==> src/rtl/fwap_pkg.sv <==
// Shared types and constants for the all-pairs shortest-path core.
package fwap_pkg;

    // Widest row index and distance the core can be built with
    localparam int ROW_MAX_BITS  = 6;
    localparam int DIST_MAX_BITS = 32;
    localparam int OUT_BITS      = 24;

    // Command codes on the input channel
    typedef enum logic [1:0] {
        CMD_CLEAR = 2'd0,
        CMD_WRITE = 2'd1,
        CMD_RUN   = 2'd2,
        CMD_READ  = 2'd3
    } t_cmd;

    // Relaxation token passed from cell to cell along the chain
    typedef struct packed {
        logic                     valid;
        logic [ROW_MAX_BITS-1:0]  row;
        logic [DIST_MAX_BITS-1:0] dak;
    } t_token;

endpackage

==> src/rtl/fwap_cell.sv <==
// One column cell of the distance matrix: stores a column and relaxes it.
module fwap_cell import fwap_pkg::*; #(
    parameter int MAX_VERTICES = 16,
    parameter int DIST_BITS    = 24,
    parameter int CELL_IDX     = 0
) (
    input  logic                                   i_clk,
    input  logic                                   i_rst_n,
    input  logic                                   i_clear,
    input  logic                                   i_wr_en,
    input  logic [((MAX_VERTICES > 1) ? $clog2(MAX_VERTICES) : 1)-1:0] i_wr_row,
    input  logic [DIST_BITS-1:0]                   i_wr_data,
    input  logic [((MAX_VERTICES > 1) ? $clog2(MAX_VERTICES) : 1)-1:0] i_pivot,
    input  logic                                   i_active,
    input  t_token                                 i_tok,
    output t_token                                 o_tok,
    output logic [DIST_BITS-1:0]                   o_col [MAX_VERTICES]
);
    localparam int VW = (MAX_VERTICES > 1) ? $clog2(MAX_VERTICES) : 1;
    localparam logic [DIST_BITS-1:0] INF = {DIST_BITS{1'b1}};

    logic [DIST_BITS-1:0] r_col [MAX_VERTICES];
    t_token               r_tok;
    logic [VW-1:0]        w_row;
    logic [DIST_BITS-1:0] w_dak;
    logic [DIST_BITS-1:0] w_pk;
    logic [DIST_BITS-1:0] w_cur;
    logic [DIST_BITS:0]   w_sum;
    logic [DIST_BITS-1:0] w_via;
    logic                 w_upd;

    // Saturating add of d[a][k] + d[k][b], compare with d[a][b]
    always_comb begin
        w_row = i_tok.row[VW-1:0];
        w_dak = i_tok.dak[DIST_BITS-1:0];
        w_pk  = r_col[i_pivot];
        w_cur = r_col[w_row];
        w_sum = {1'b0, w_dak} + {1'b0, w_pk};
        if (w_dak == INF || w_pk == INF || w_sum >= {1'b0, INF}) begin
            w_via = INF;
        end else begin
            w_via = w_sum[DIST_BITS-1:0];
        end
        w_upd = i_tok.valid && i_active && (w_via < w_cur);
    end

    // Column storage: clear, edge write or relaxation update
    always_ff @(posedge i_clk) begin
        if (!i_rst_n || i_clear) begin
            for (int i = 0; i < MAX_VERTICES; i++) begin
                r_col[i] <= (i == CELL_IDX) ? '0 : INF;
            end
        end else if (i_wr_en) begin
            r_col[i_wr_row] <= i_wr_data;
        end else if (w_upd) begin
            r_col[w_row] <= w_via;
        end
    end

    // Hand the token to the next cell
    always_ff @(posedge i_clk) begin
        if (!i_rst_n) begin
            r_tok <= '0;
        end else begin
            r_tok <= i_tok;
        end
    end

    assign o_tok = r_tok;
    assign o_col = r_col;

endmodule
==> config.mk <==
export PLATFORM = sky130hd
export DESIGN_NAME = fwap_cell
export DESIGN_NICKNAME = d
export VERILOG_FILES = /design/src/rtl/fwap_pkg.sv /design/src/rtl/fwap_cell.sv
export SDC_FILE = /design/constraint.sdc
export NUM_CORES = 1
export LEC_CHECK = 0
export BUFFER_PORTS_ARGS = -buffer_cell sky130_fd_sc_hd__buf_2
export CAP_MARGIN = 30
export CORE_ASPECT_RATIO = 1.1
export CORE_MARGIN = 2
export CORE_UTILIZATION = 30
export CTS_BUF_LIST = sky130_fd_sc_hd__clkbuf_4
export CTS_CLUSTER_DIAMETER = 50
export DETAILED_ROUTE_END_ITERATION = 7
export MAX_ROUTING_LAYER = met4
export PLACE_DENSITY = 0.52
export SLEW_MARGIN = 5
export SYNTH_ARGS = -nofsm -noshare
export SYNTH_HDL_FRONTEND = slang
export SYNTH_SLANG_ARGS = --single-unit
==> constraint.sdc <==
create_clock -name i_clk -period 8.35 [get_ports i_clk]
set_input_delay 0.835 -clock i_clk [delete_from_list [all_inputs] [get_ports i_clk]]
set_output_delay 0.835 -clock i_clk [all_outputs]
set_load 0.1 [all_outputs]
==> out/results.ini <==
[global_routing]
grt_pass1_vias=26100
overflow=0
grtUsageTotal=0.342
grt_pass1_wl_um=209000
grt_max_degree=52
antenna_found_initial=14

[worst_setup_path]
setup.worst_path.start=i_pivot[0]
path_max_fanout=20
r2r_start=o_col[48]
r2r_slack_ns=0.57
start_kind=primary input
cp-end-kind=flop
worstPathArrival_ns=8.70
worst_r2r_path_depth=26
path_class=primary input to flop
r2r-end=o_col[274]
cp.required_ns=9.15

[layout]
fin_area_um2=32000
fillers=8601
fin_util=0.377
nets=3156
layout_commonest_cell=buf_2
final_layout_size_suffix_gt1_frac=0.457
most-common-layout-cells=buf_2 (494), dfxtp_1 (423), nand2_1 (381)
syn_to_final_growth_pct=24.1

[placement]
dpl.hpwl_um=112000
place_area_um2=30400
routabilityCongestion=1.02
io_buffer_count=498

[cts]
cts_made_buffers=116
cts_root_buffer=clkbuf_4
cts_sinks=423
cts_hold_buf=0
postCtsSetupBuffers=0
htree_levels=3
cts_tree=yes
cts_resized=0
ctsLongestPathBuffers=3
insertion_delay_ns=0.97
path_clk_slew_ns=0.06

[synth]
synth_top_area_frac=0.328
synth_nets=2563
async_flop_share=0
synth_cells=2439
muxShareOfSynthArea=0.208
ys_top_cells_by_area=dfxtp_1 (33%), mux4_2 (15%), o221a_2 (12%)
syn_area_um2=25800
syn_area_per_cell_um2=10.6
ys_dominant_reg_cell=dfxtp_1
yosys_register_bits=423
yosys_warnings=0
synth_edf_count=0
synth_top_family_by_area=compound AO/OA/AOI/OAI gates
synth_compound_area_frac=0.233
yosysTopAreaCell=dfxtp_1
yosysSeqAreaShare=0.328
synth_xor_area_frac=0.00543
synth_fa_ha_area_frac=0.0236
synth.distinct_cells=85
yosys.area_share.simple=0.129

[routing]
drc=0
first_pass_iters=5
viasPerCell=6.33
vias=27100
drtIter0Drc=3101
drtAntennaViolNets=0
routedWlPerCell_um=35.7
routed_wirelength_um=153000

[timing]
slew_violations=0
setup_viol=0
tightest_slew_ns=1.08
hold_viol_final=0
rsz0062_at_grt=no
relSlewSlack=0.259
timing.hold.ws_ns=0.115
clock_skew_ns=0.107
fmax_ghz=0.127
min_period_ns=7.89
tns_ns=0
fin_crit_sh=0.945

[floorplanning]
die_x_um=284
dieArea_um2=88400
dieHeight_um=312
row_count=112
initial_core_util=0.304
io-pin-count=499
coreArea_um2=85100

[min_path]
hold_path.class=primary input to flop
hold_depth=2
hold_path_end=o_tok[31]
hp-start=i_tok[31]

[power_and_ir_drop]
power_mw=5.26
power.leakage_nw=11.5
power_density_nw_per_um2=164
ir_drop_v=0.0000923

[run]
cap_violations=0

[status]
outcome=finished, final reports clean

-- cells in the mapped netlist (35+ instances only) --
cell type,number
mux4_1,36
ha_1,47
inv_1,44
o211a_1,35
and2_1,50
nor3_1,43
a21oi_1,39
clkbuf_1,125
nand2_1,381
nor2_1,132
o221a_2,273
a211oi_1,63
mux4_2,177
dfxtp_1,423
buf_6,37
a211o_1,36
-- routing by layer --
| metal | part of all wire | GRT usage | up-vias |
|---|---|---|---|
| met2 | 0.45 | 0.517 | 2067 |
| met5 | 0 | - | - |
| li1 | - | - | 10900 |
| met3 | 0.11 | 0.0911 | 456 |
| met1 | 0.38 | 0.417 | 13700 |
| met4 | 0.059 | 0.180 | 0 |
-- how the worst max path moves through the flow --
| stage | slack [ns] | end |
|---|---|---|
| floorplan | 0.78 | o_col[198] |
| global placement | -0.25 | o_col[278] |
| detailed placement | -0.16 | o_col[273] |
| CTS | 0.70 | o_col[278] |
| global route | 0.37 | o_col[270] |
| finish | 0.46 | o_col[274] |
-- power by group --
part | total [mW] | internal, mW | switching, mW | leakage (nW)
clock network | 2.12 | 1.11 | 1.00 | 0.933
registers | 2.06 | 2.04 | 0.0208 | 3.44
logic | 1.09 | 0.313 | 0.774 | 7.15
-- sequential cells by signal, indices dropped and copies added (netlist names) --
signal and count:
o_col 384, o_tok 39
-- cell families (layout without fill, tap and decap cells) --
kind of cell,after synthesis,after routing
AO/OA/AOI/OAI,642,642
buffers and inverters,315,1000
flip-flops,423,423
AND/OR/NAND/NOR,743,743
adder cells (fa/ha/maj),48,48
other,0,11
multiplexers,252,252
XOR/XNOR,16,16
-- through the flow --
stage	std cells	worst slack, ns
final	4275	0.457
after global routing	4273	0.369
after CTS	4259	0.700
after floorplan	2439	0.777
after detailed placement	4049	-0.164
after global placement	4034	-0.246
-- critical path, cell delays in order --
cell and delay (ns):
buf_6 0.23, buf_4 0.43, mux4_1 0.65, a22oi_1 0.69, nand2_1 0.25, ha_1 0.43
and4_1 0.23, nand4_1 0.11, nor3_1 0.17, buf_4 0.14, nor3_1 0.05, o32a_1 0.40
o311ai_4 0.13, buf_4 0.21, a21o_1 0.26, ha_1 0.31, a21o_1 0.16, a21o_1 0.18
a21oi_1 0.26, o21ai_0 0.28, a21oi_1 0.32, o221ai_1 0.14, buf_4 0.19, nor3_1 0.46
buf_4 0.23, nand4_1 0.30, buf_4 0.32, o221a_2 0.25
-- layout make-up --
cell class	instances	area (um2)	share of cell area
antenna	11	27.5	0.000859
multi-input combinational	1701	15600	0.488
inverter	46	174	0.00543
tap	1140	1430	0.0445
clock inverter	49	395	0.0123
timing repair buffer	744	4720	0.147
clock buffer	161	1210	0.0377
sequential	423	8470	0.264
Note: power is estimated with default switching activity, not from simulation.
